--- src/hw/rtl/fractional_clock_divider_setting_macros.svh ---
// ----------------------------------------------------------------------------
// Fractional clock divider setting: assertion macros
// Shared concurrent assertion forms, clocked and held off during reset.
// ----------------------------------------------------------------------------
`ifndef FRACTIONAL_CLOCK_DIVIDER_SETTING_MACROS_SVH
`define FRACTIONAL_CLOCK_DIVIDER_SETTING_MACROS_SVH

// Check cons in the same cycle as ante.
`define FCDS_ASSERT_NOW(label, clk, rstn, ante, cons, msg) \
    label: assert property (@(posedge clk) disable iff (!rstn) (ante) |-> (cons)) \
        else $error(msg);

// Check cons in the cycle after ante.
`define FCDS_ASSERT_NEXT(label, clk, rstn, ante, cons, msg) \
    label: assert property (@(posedge clk) disable iff (!rstn) (ante) |=> (cons)) \
        else $error(msg);

`endif

--- src/hw/rtl/fcds_pkg.sv ---
// ----------------------------------------------------------------------------
// Fractional clock divider setting: package
// Types, codes and widths shared by the sequencer, divider and top level.
// ----------------------------------------------------------------------------
package fcds_pkg;

    localparam int DIV_W      = 56;
    localparam int DIV_CNT_W  = 6;
    localparam int S_TDATA_W  = 120;
    localparam int M_TDATA_W  = 96;
    localparam int CFG_ADDR_W = 3;
    localparam int CFG_DATA_W = 5;

    localparam logic [4:0] FIELD_MAX_W = 5'd16;

    localparam logic [1:0] STAT_OK      = 2'd0;
    localparam logic [1:0] STAT_INVALID = 2'd1;
    localparam logic [1:0] STAT_RANGE   = 2'd2;

    localparam logic [CFG_ADDR_W-1:0] CFG_INT_WIDTH  = 3'd0;
    localparam logic [CFG_ADDR_W-1:0] CFG_FRAC_WIDTH = 3'd1;
    localparam logic [CFG_ADDR_W-1:0] CFG_INT_SHIFT  = 3'd2;
    localparam logic [CFG_ADDR_W-1:0] CFG_FRAC_SHIFT = 3'd3;
    localparam logic [CFG_ADDR_W-1:0] CFG_ZERO_BASED = 3'd4;

    typedef enum logic [1:0] {
        ACT_LOAD   = 2'd0,
        ACT_RECALC = 2'd1,
        ACT_SET    = 2'd2,
        ACT_NONE   = 2'd3
    } fcds_action_t;

    typedef enum logic [3:0] {
        ST_IDLE,
        ST_DISPATCH,
        ST_WAIT_Q,
        ST_WAIT_T,
        ST_ADJ,
        ST_PACK,
        ST_WAIT_F,
        ST_WAIT_R,
        ST_OUT
    } fcds_state_t;

    typedef struct packed {
        logic [4:0] int_width;
        logic [4:0] frac_width;
        logic [4:0] int_shift;
        logic [4:0] frac_shift;
        logic       zero_based;
    } fcds_cfg_t;

    typedef struct packed {
        fcds_action_t action;
        logic [39:0]  parent_freq;
        logic [39:0]  target_freq;
        logic [31:0]  reg_in;
        logic         round_up;
        logic         round_down;
        logic         test_run;
    } fcds_item_t;

    typedef struct packed {
        logic [55:0] freq_out;
        logic [1:0]  status;
        logic        not_clamped;
        logic [31:0] reg_out;
        logic        reg_write;
    } fcds_result_t;

    typedef struct packed {
        logic             start;
        logic [DIV_W-1:0] dividend;
        logic [DIV_W-1:0] divisor;
    } fcds_div_req_t;

    typedef struct packed {
        logic             done;
        logic [DIV_W-1:0] quotient;
    } fcds_div_rsp_t;

endpackage

--- src/hw/rtl/fcds_div.sv ---
// ----------------------------------------------------------------------------
// Fractional clock divider setting: shared divider
// Restoring radix-2 divider, one quotient bit per cycle, done pulse at end.
// ----------------------------------------------------------------------------
`include "fractional_clock_divider_setting_macros.svh"

module fcds_div (
    input  logic                  aclk,
    input  logic                  aresetn,
    input  fcds_pkg::fcds_div_req_t req,
    output fcds_pkg::fcds_div_rsp_t rsp
);
    import fcds_pkg::*;

    localparam logic [DIV_CNT_W-1:0] LAST_STEP = DIV_CNT_W'(DIV_W - 1);

    logic                 busy_reg;
    logic                 done_reg;
    logic [DIV_CNT_W-1:0] cnt_reg;
    logic [DIV_W-1:0]     quot_reg;
    logic [DIV_W-1:0]     rem_reg;
    logic [DIV_W-1:0]     dsor_reg;

    logic [DIV_W:0]       rem_shift;
    logic [DIV_W:0]       rem_diff;
    logic                 fits;

    assign rem_shift = {rem_reg, quot_reg[DIV_W-1]};
    assign rem_diff  = rem_shift - {1'b0, dsor_reg};
    assign fits      = rem_shift >= {1'b0, dsor_reg};

    always_ff @(posedge aclk) begin
        if (!aresetn) begin
            busy_reg <= 1'b0;
            done_reg <= 1'b0;
            cnt_reg  <= '0;
        end else begin
            done_reg <= 1'b0;
            if (req.start) begin
                busy_reg <= 1'b1;
                cnt_reg  <= '0;
            end else if (busy_reg) begin
                cnt_reg <= cnt_reg + DIV_CNT_W'(1);
                if (cnt_reg == LAST_STEP) begin
                    busy_reg <= 1'b0;
                    done_reg <= 1'b1;
                end
            end
        end
    end

    always_ff @(posedge aclk) begin
        if (req.start) begin
            quot_reg <= req.dividend;
            rem_reg  <= '0;
            dsor_reg <= req.divisor;
        end else if (busy_reg) begin
            quot_reg <= {quot_reg[DIV_W-2:0], fits};
            rem_reg  <= fits ? rem_diff[DIV_W-1:0] : rem_shift[DIV_W-1:0];
        end
    end

    assign rsp.done     = done_reg;
    assign rsp.quotient = quot_reg;

    `FCDS_ASSERT_NOW(a_no_restart, aclk, aresetn, req.start, !busy_reg, "restart while busy")
    `FCDS_ASSERT_NEXT(a_start_busy, aclk, aresetn, req.start, busy_reg && !done_reg, "start lost")
    `FCDS_ASSERT_NOW(a_done_idle, aclk, aresetn, done_reg, !busy_reg, "done while busy")

endmodule

--- src/hw/rtl/fcds_ctrl.sv ---
// ----------------------------------------------------------------------------
// Fractional clock divider setting: sequencer
// Holds the divider state; load sets it, recalc and set use the shared divider.
// ----------------------------------------------------------------------------
module fcds_ctrl (
    input  logic                    aclk,
    input  logic                    aresetn,
    input  fcds_pkg::fcds_cfg_t     cfg,
    input  logic                    in_valid,
    output logic                    in_ready,
    input  fcds_pkg::fcds_item_t    in_item,
    output logic                    out_valid,
    input  logic                    out_ready,
    output fcds_pkg::fcds_result_t  out_result,
    output fcds_pkg::fcds_div_req_t div_req,
    input  fcds_pkg::fcds_div_rsp_t div_rsp
);
    import fcds_pkg::*;

    fcds_state_t  state_reg, state_next;
    logic [32:0]  divider_reg, divider_next;

    fcds_action_t action_reg;
    logic [39:0]  target_reg;
    logic [31:0]  reg_in_reg;
    logic         rup_reg, rdn_reg, test_reg;
    logic [55:0]  fin_reg;
    logic [56:0]  d_reg;
    logic [55:0]  trial_reg;
    logic [32:0]  nd_reg;
    logic         nclamp_reg;
    logic [31:0]  regout_c_reg;
    fcds_result_t res_reg;

    logic [4:0]   eff_fw, eff_iw;
    logic [15:0]  imask, fmask;

    logic [15:0]  ld_ifield, ld_fdiv;
    logic [16:0]  ld_idiv;
    logic [32:0]  ld_divider;

    logic [55:0]  target56;
    logic [56:0]  adj_d;

    logic [56:0]  pk_idiv, pk_hw_full;
    logic [15:0]  pk_fdiv, pk_hw;
    logic         pk_clamp;
    logic [16:0]  pk_nidiv;
    logic [32:0]  pk_nd;
    logic         pk_fail;
    logic [31:0]  imask_sh, fmask_sh, pk_regout;

    logic         fn_inexact;
    logic         recalc_bad, set_bad;

    assign eff_fw = (cfg.frac_width > FIELD_MAX_W) ? FIELD_MAX_W : cfg.frac_width;
    assign eff_iw = (cfg.int_width > FIELD_MAX_W) ? FIELD_MAX_W : cfg.int_width;
    assign imask  = 16'((17'd1 << eff_iw) - 17'd1);
    assign fmask  = 16'((17'd1 << eff_fw) - 17'd1);

    // register word decode
    assign ld_ifield  = 16'(reg_in_reg >> cfg.int_shift) & imask;
    assign ld_fdiv    = 16'(reg_in_reg >> cfg.frac_shift) & fmask;
    assign ld_idiv    = {1'b0, ld_ifield} + {16'd0, !cfg.zero_based};
    assign ld_divider = (33'(ld_idiv) << eff_fw) | 33'(ld_fdiv);

    // rounding correction
    assign target56 = 56'(target_reg);
    always_comb begin
        adj_d = d_reg;
        if (rup_reg && (target56 < trial_reg)) begin
            adj_d = d_reg - 57'd1;
        end else if (rdn_reg && (target56 > trial_reg)) begin
            adj_d = d_reg + 57'd1;
        end
    end

    // clamp and repack
    assign pk_idiv    = d_reg >> eff_fw;
    assign pk_fdiv    = 16'(d_reg) & fmask;
    assign pk_hw_full = cfg.zero_based ? pk_idiv : pk_idiv - 57'd1;
    assign pk_clamp   = pk_hw_full > 57'(imask);
    assign pk_hw      = pk_clamp ? imask : pk_hw_full[15:0];
    assign pk_nidiv   = {1'b0, pk_hw} + {16'd0, !cfg.zero_based};
    assign pk_nd      = (33'(pk_nidiv) << eff_fw) | 33'(pk_fdiv);
    assign pk_fail    = (pk_idiv == 57'd0) || (pk_nd == 33'd0);
    assign imask_sh   = 32'(imask) << cfg.int_shift;
    assign fmask_sh   = 32'(fmask) << cfg.frac_shift;
    assign pk_regout  = (((reg_in_reg & ~imask_sh) | (32'(pk_hw) << cfg.int_shift))
                         & ~fmask_sh) | (32'(pk_fdiv) << cfg.frac_shift);

    assign fn_inexact = nclamp_reg && !rup_reg && !rdn_reg
                        && (target56 != div_rsp.quotient);
    assign recalc_bad = divider_reg == 33'd0;
    assign set_bad    = target_reg == 40'd0;

    always_comb begin
        state_next = state_reg;
        unique case (state_reg)
            ST_IDLE: begin
                if (in_valid) state_next = ST_DISPATCH;
            end
            ST_DISPATCH: begin
                unique case (action_reg)
                    ACT_RECALC: state_next = recalc_bad ? ST_OUT : ST_WAIT_R;
                    ACT_SET:    state_next = set_bad ? ST_OUT : ST_WAIT_Q;
                    default:    state_next = ST_OUT;
                endcase
            end
            ST_WAIT_Q: begin
                if (div_rsp.done) begin
                    state_next = (div_rsp.quotient == '0) ? ST_ADJ : ST_WAIT_T;
                end
            end
            ST_WAIT_T: begin
                if (div_rsp.done) state_next = ST_ADJ;
            end
            ST_ADJ:  state_next = ST_PACK;
            ST_PACK: state_next = pk_fail ? ST_OUT : ST_WAIT_F;
            ST_WAIT_F, ST_WAIT_R: begin
                if (div_rsp.done) state_next = ST_OUT;
            end
            ST_OUT: begin
                if (out_ready) state_next = ST_IDLE;
            end
            default: state_next = ST_IDLE;
        endcase
    end

    always_comb begin
        in_ready         = 1'b0;
        out_valid        = 1'b0;
        div_req.start    = 1'b0;
        div_req.dividend = fin_reg;
        div_req.divisor  = '0;
        divider_next     = divider_reg;
        unique case (state_reg)
            ST_IDLE: in_ready = 1'b1;
            ST_DISPATCH: begin
                unique case (action_reg)
                    ACT_LOAD: divider_next = ld_divider;
                    ACT_RECALC: begin
                        div_req.start   = !recalc_bad;
                        div_req.divisor = 56'(divider_reg);
                    end
                    ACT_SET: begin
                        div_req.start   = !set_bad;
                        div_req.divisor = target56;
                    end
                    default: ;
                endcase
            end
            ST_WAIT_Q: begin
                div_req.start   = div_rsp.done && (div_rsp.quotient != '0);
                div_req.divisor = div_rsp.quotient;
            end
            ST_PACK: begin
                div_req.start   = !pk_fail;
                div_req.divisor = 56'(pk_nd);
            end
            ST_WAIT_F: begin
                if (div_rsp.done && !fn_inexact && !test_reg) divider_next = nd_reg;
            end
            ST_OUT: out_valid = 1'b1;
            default: ;
        endcase
    end

    always_ff @(posedge aclk) begin
        if (!aresetn) begin
            state_reg   <= ST_IDLE;
            divider_reg <= '0;
        end else begin
            state_reg   <= state_next;
            divider_reg <= divider_next;
        end
    end

    always_ff @(posedge aclk) begin
        case (state_reg)
            ST_IDLE: begin
                if (in_valid) begin
                    action_reg          <= in_item.action;
                    target_reg          <= in_item.target_freq;
                    reg_in_reg          <= in_item.reg_in;
                    rup_reg             <= in_item.round_up;
                    rdn_reg             <= in_item.round_down;
                    test_reg            <= in_item.test_run;
                    fin_reg             <= 56'(in_item.parent_freq) << eff_fw;
                    res_reg.freq_out    <= '0;
                    res_reg.status      <= STAT_OK;
                    res_reg.not_clamped <= 1'b1;
                    res_reg.reg_out     <= '0;
                    res_reg.reg_write   <= 1'b0;
                end
            end
            ST_DISPATCH: begin
                if (((action_reg == ACT_RECALC) && recalc_bad)
                    || ((action_reg == ACT_SET) && set_bad)) begin
                    res_reg.status <= STAT_INVALID;
                end
            end
            ST_WAIT_Q: begin
                if (div_rsp.done) begin
                    d_reg     <= {1'b0, div_rsp.quotient};
                    trial_reg <= '0;
                end
            end
            ST_WAIT_T: begin
                if (div_rsp.done) trial_reg <= div_rsp.quotient;
            end
            ST_ADJ: d_reg <= adj_d;
            ST_PACK: begin
                nd_reg       <= pk_nd;
                nclamp_reg   <= !pk_clamp;
                regout_c_reg <= pk_regout;
                if (pk_fail) res_reg.status <= STAT_INVALID;
            end
            ST_WAIT_R: begin
                if (div_rsp.done) res_reg.freq_out <= div_rsp.quotient;
            end
            ST_WAIT_F: begin
                if (div_rsp.done) begin
                    if (fn_inexact) begin
                        res_reg.status <= STAT_RANGE;
                    end else begin
                        res_reg.freq_out    <= div_rsp.quotient;
                        res_reg.not_clamped <= nclamp_reg;
                        if (!test_reg) begin
                            res_reg.reg_out   <= regout_c_reg;
                            res_reg.reg_write <= 1'b1;
                        end
                    end
                end
            end
            default: ;
        endcase
    end

    assign out_result = res_reg;

endmodule

--- src/hw/rtl/fractional_clock_divider_setting.sv ---
// ----------------------------------------------------------------------------
// Fractional clock divider setting: top level
// Configuration registers, sequencer with shared divider, output register.
//
//   channel  | dir | handshake          | payload
//   ---------+-----+--------------------+--------------------------------------
//   s_       | in  | s_tvalid/s_tready  | s_tdata item fields, s_tuser action
//   m_       | out | m_tvalid/m_tready  | m_tdata result fields, m_tuser status
//   cfg_     | in  | cfg_we             | cfg_addr register index, cfg_wdata
//
// The sequencer takes a new item only after the last one has left it.
// Each division is 56 shift steps, one quotient bit a cycle; set uses it
// at most three times, and skips the second when the first quotient is zero.
// Synchronous active-low reset restores the config, control state and divider.
// A stalled m_ side holds the result in the output register; the sequencer
// then holds in its output state and s_tready stays low.
// ----------------------------------------------------------------------------
module fractional_clock_divider_setting (
    input  logic                             aclk,
    input  logic                             aresetn,
    input  logic                             cfg_we,
    input  logic [fcds_pkg::CFG_ADDR_W-1:0]  cfg_addr,
    input  logic [fcds_pkg::CFG_DATA_W-1:0]  cfg_wdata,
    input  logic                             s_tvalid,
    output logic                             s_tready,
    // parent_freq, target_freq, reg_in, round_up, round_down, test_run, pad
    input  logic [fcds_pkg::S_TDATA_W-1:0]   s_tdata,
    // action
    input  logic [1:0]                       s_tuser,
    output logic                             m_tvalid,
    input  logic                             m_tready,
    // freq_out, not_clamped, reg_out, reg_write, pad
    output logic [fcds_pkg::M_TDATA_W-1:0]   m_tdata,
    // status
    output logic [1:0]                       m_tuser
);
    import fcds_pkg::*;

    fcds_cfg_t     cfg_reg;
    fcds_item_t    in_item;
    fcds_result_t  ctrl_result;
    fcds_result_t  res_reg;
    fcds_div_req_t div_req;
    fcds_div_rsp_t div_rsp;
    logic          ctrl_valid;
    logic          out_ready;
    logic          m_valid_reg;

    always_ff @(posedge aclk) begin
        if (!aresetn) begin
            cfg_reg.int_width  <= 5'd8;
            cfg_reg.frac_width <= 5'd0;
            cfg_reg.int_shift  <= 5'd0;
            cfg_reg.frac_shift <= 5'd16;
            cfg_reg.zero_based <= 1'b0;
        end else if (cfg_we) begin
            unique case (cfg_addr)
                CFG_INT_WIDTH:  cfg_reg.int_width  <= cfg_wdata;
                CFG_FRAC_WIDTH: cfg_reg.frac_width <= cfg_wdata;
                CFG_INT_SHIFT:  cfg_reg.int_shift  <= cfg_wdata;
                CFG_FRAC_SHIFT: cfg_reg.frac_shift <= cfg_wdata;
                CFG_ZERO_BASED: cfg_reg.zero_based <= cfg_wdata[0];
                default: ;
            endcase
        end
    end

    assign in_item.action      = fcds_action_t'(s_tuser);
    assign in_item.parent_freq = s_tdata[39:0];
    assign in_item.target_freq = s_tdata[79:40];
    assign in_item.reg_in      = s_tdata[111:80];
    assign in_item.round_up    = s_tdata[112];
    assign in_item.round_down  = s_tdata[113];
    assign in_item.test_run    = s_tdata[114];

    fcds_ctrl u_ctrl (
        .aclk       (aclk),
        .aresetn    (aresetn),
        .cfg        (cfg_reg),
        .in_valid   (s_tvalid),
        .in_ready   (s_tready),
        .in_item    (in_item),
        .out_valid  (ctrl_valid),
        .out_ready  (out_ready),
        .out_result (ctrl_result),
        .div_req    (div_req),
        .div_rsp    (div_rsp)
    );

    fcds_div u_div (
        .aclk    (aclk),
        .aresetn (aresetn),
        .req     (div_req),
        .rsp     (div_rsp)
    );

    assign out_ready = !m_valid_reg || m_tready;

    always_ff @(posedge aclk) begin
        if (!aresetn) begin
            m_valid_reg <= 1'b0;
        end else if (ctrl_valid && out_ready) begin
            m_valid_reg <= 1'b1;
        end else if (m_tready) begin
            m_valid_reg <= 1'b0;
        end
    end

    always_ff @(posedge aclk) begin
        if (ctrl_valid && out_ready) res_reg <= ctrl_result;
    end

    assign m_tvalid = m_valid_reg;
    assign m_tdata  = {6'd0, res_reg.reg_write, res_reg.reg_out,
                       res_reg.not_clamped, res_reg.freq_out};
    assign m_tuser  = res_reg.status;

endmodule

--- config.mk ---
export PLATFORM = sky130hd
export DESIGN_NAME = fractional_clock_divider_setting
export DESIGN_NICKNAME = d
export VERILOG_FILES = /design/src/hw/rtl/fcds_pkg.sv /design/src/hw/rtl/fcds_div.sv /design/src/hw/rtl/fcds_ctrl.sv /design/src/hw/rtl/fractional_clock_divider_setting.sv
export VERILOG_INCLUDE_DIRS = /design/src /design/src/hw/rtl
export SDC_FILE = /design/constraint.sdc
export NUM_CORES = 2
export LEC_CHECK = 0
export BUFFER_PORTS_ARGS = -buffer_cell sky130_fd_sc_hd__buf_2
export CORE_MARGIN = 2
export CORE_UTILIZATION = 50
export DETAILED_ROUTE_END_ITERATION = 7
export PLACE_DENSITY = 0.65
export SYNTH_ARGS = -nofsm -noshare
export SYNTH_HDL_FRONTEND = slang
export SYNTH_SLANG_ARGS = --single-unit
--- constraint.sdc ---
create_clock -name aclk -period 31.4 [get_ports aclk]
set_clock_uncertainty 0.1 [all_clocks]
set_input_delay 0 -clock aclk [delete_from_list [all_inputs] [get_ports aclk]]
set_output_delay 0 -clock aclk [all_outputs]
set_load 0.02 [all_outputs]
==> out/qor.yml <==
outcome:
  outcome: "finished, violations left"
  violations: "DRC"
critical_path:
  path_class: "reg -> reg"
  crit_top_cell: "buf_4"
  critPathArrivalTime_ns: 16.45
  end_kind: "flip-flop"
  slowest_delay_ns: 1.16
  worstSetupStartpointType: "flip-flop"
  slowest_stage: "nor3b_2"
  crit_required_ns: 31.57
  worstPathMaxFanout: 71
floorplanning:
  core_sq_um: 107000
  fp.dieArea_sq_um: 110000
  die_w_um: 332
  io_pins: 235
  fp.dieH_um: 332
  rows: 120
  start_util_pct: 50.3
synth:
  synth_top_area_cell: "edfxtp_1"
  syn-cell-area_sq_um: 53600
  async_flop_share_pct: 0
  synth-seq-area-share_pct: 38.6
  ys.flop_type: "edfxtp_1"
  avgSynthCellArea_sq_um: 9.18
  synth_seq_cells: 731
  yosysWarnings: 0
  synth_top_area_share_pct: 34.0
  synth-edff-count: 608
  syn_inst: 5843
  netlist_top_cells_area: "edfxtp_1, mux2i_1, dfxtp_1, o21ai_0, nand2_1"
  yosysMostFrequentCell: "nand2_1"
  synthTopCellsByCount: "nand2_1, edfxtp_1, o21ai_0"
  synth.distinct_cells: 101
final_layout:
  area_growth_pct: 13.4
  largest_reg_flops: 92
  fin_cells: 7557
  final_layout_size_suffix_gt1_share_pct: 11.7
  nets: 6395
timing:
  max_slew_margin_pct: 10.1
  slew_viol_final: 0
  setup_viol: 0
  finalCriticalPeriod_ns: 16.28
  fin_ws_ns: 15.12
  rsz0062_at_grt: "no"
  worst_pin_slew_ns: 1.34
  setup_tns_ns: 0
  finalCritPeriodShare_pct: 51.9
  clock.fmax_mhz: 61.4
  hold_viol: 0
placement:
  port_buffers: 223
  placed_cells: 7176
  dp_slack_ns: 15.74
  dpl.hpwl_um: 144000
  place_congestion: 1.00
detailed_routing:
  drc: 1
  dr.pass1.iters: 8
  wirelength_um: 203000
  ant_nets: 0
  viasPerCell: 6.57
  wl_per_cell_um: 26.9
  drtIter0Drc: 6819
  vias: 49651
pwr:
  ir_drop_mv: 0.0457
  leakage_nw: 23.6
  power.density_nw_per_um2: 56.0
clock_tree:
  cts_buffer_depth: 3
  clock_sinks: 731
  cts_resized: 0
  cts_inserted_buffers: 81
  clk_pin_slew_worst_paths_ns: 0.06
  cts_setup_buffers: 0
  clkLatencyLatePin_ns: 0.71
  cts_hold_buf: 223
  root_buffer: "clkbuf_16"
  htreeDepth: 3
  cts_tree: "built"
flow_run:
  drv_cap: 0
min_path:
  hold_path.class: "in -> reg"
global_route:
  grt_usage_pct: 35.5
  grt_pass1_vias: 45971
  grt_max_degree: 95
  grt_overflow: 0
  grt_antenna_before_repair: 10
  grt_pass1_wl_um: 297000
## routing by layer
metal  global-route usage, %  vias up  part of all wire (%)
met3                    6.93      555                    11
li1                        -    22294                     -
met5                       0        -                 0.033
met4                    14.8       10                   4.7
met2                    55.1     2934                    44
met1                    48.4    23858                    40
## through the flow
step	hold WS (ns)	util (%)	area [sq um]	power [mW]
floorplan	-0.00113	-	53700	2.06
global placement	0.0762	52.3	55800	2.37
detailed placement	0.0781	52.3	55800	2.39
CTS	0.0512	57.0	60800	3.39
global route	0.110	57.0	60800	3.56
finish	0.107	57.0	60900	3.41
## final cells by class
cell class	count	area (sq um)
inverter	212	797
clock buffer	101	2180
fill	9324	45900
multi-input combinational	4497	30600
sequential	731	20700
tap	1403	1760
clock inverter	50	571
antenna	7	17.5
timing repair buffer	556	4170
## layout by cell type (no fill, tap or decap), types with 91 or more instances in the layout
master	n
buf_2	223
nor2_1	468
dfxtp_1	110
mux2_2	91
and2_1	204
edfxtp_1	608
dlygate4sd3_1	223
a21oi_1	352
o21ai_0	475
xnor2_1	99
a211oi_1	98
nand2_1	615
buf_4	110
mux2i_1	350
xor2_1	100
inv_1	198
ha_1	179
## power by group
group | total [mW] | leakage, nW | internal (mW) | switching, mW
registers | 1.35 | 6.64 | 1.21 | 0.135
clock network | 0.976 | 1.34 | 0.554 | 0.422
logic | 1.08 | 15.6 | 0.421 | 0.660
total | 3.41 | 23.6 | 2.19 | 1.22
## path summary, 6_finish.rpt
kind,start,to,slack [ns],depth (start not counted)
setup / recovery,cfg_reg[13]$_SDFFE_PN0P_,u_div.quot_reg[0]$_DFFE_PP_,15.12,41
hold / removal,s_tdata[15],u_ctrl.fin_reg[31]$_DFFE_PP_,0.11,4
setup reg to reg,cfg_reg[13]$_SDFFE_PN0P_,u_div.quot_reg[0]$_DFFE_PP_,15.12,41
hold reg to reg,u_ctrl.out_result[1]$_SDFFCE_PN0P_,m_tdata[57]$_DFFE_PP_,0.29,0
## critical path: cells and delay by family, from the launching register on
family	cells	cell delay, ns
and+or+nand+nor	19	6.05
AOI/OAI and AO/OA	12	3.64
buffers and inverters	5	3.17
adders and majority gates	3	1.03
muxes	1	0.89
DFF	1	0.61
xor gates and xnor gates	1	0.20
## cell families (layout without fill, tap and decap cells)
| kind of cell | count (synthesis) | count (layout) | share of synthesized area, % |
|---|---|---|---|
| AOI/OAI and AO/OA | 1586 | 1586 | 19.0 |
| xor gates and xnor gates | 199 | 199 | 3.25 |
| adders and majority gates | 181 | 181 | 4.25 |
| buffers and inverters | 620 | 919 | 4.59 |
| DFF | 731 | 731 | 38.6 |
| muxes | 545 | 545 | 12.1 |
| other | 1 | 13 | 0.00699 |
| and+or+nand+nor | 1980 | 1980 | 18.2 |
Note: power is estimated with default switching activity, not from simulation.
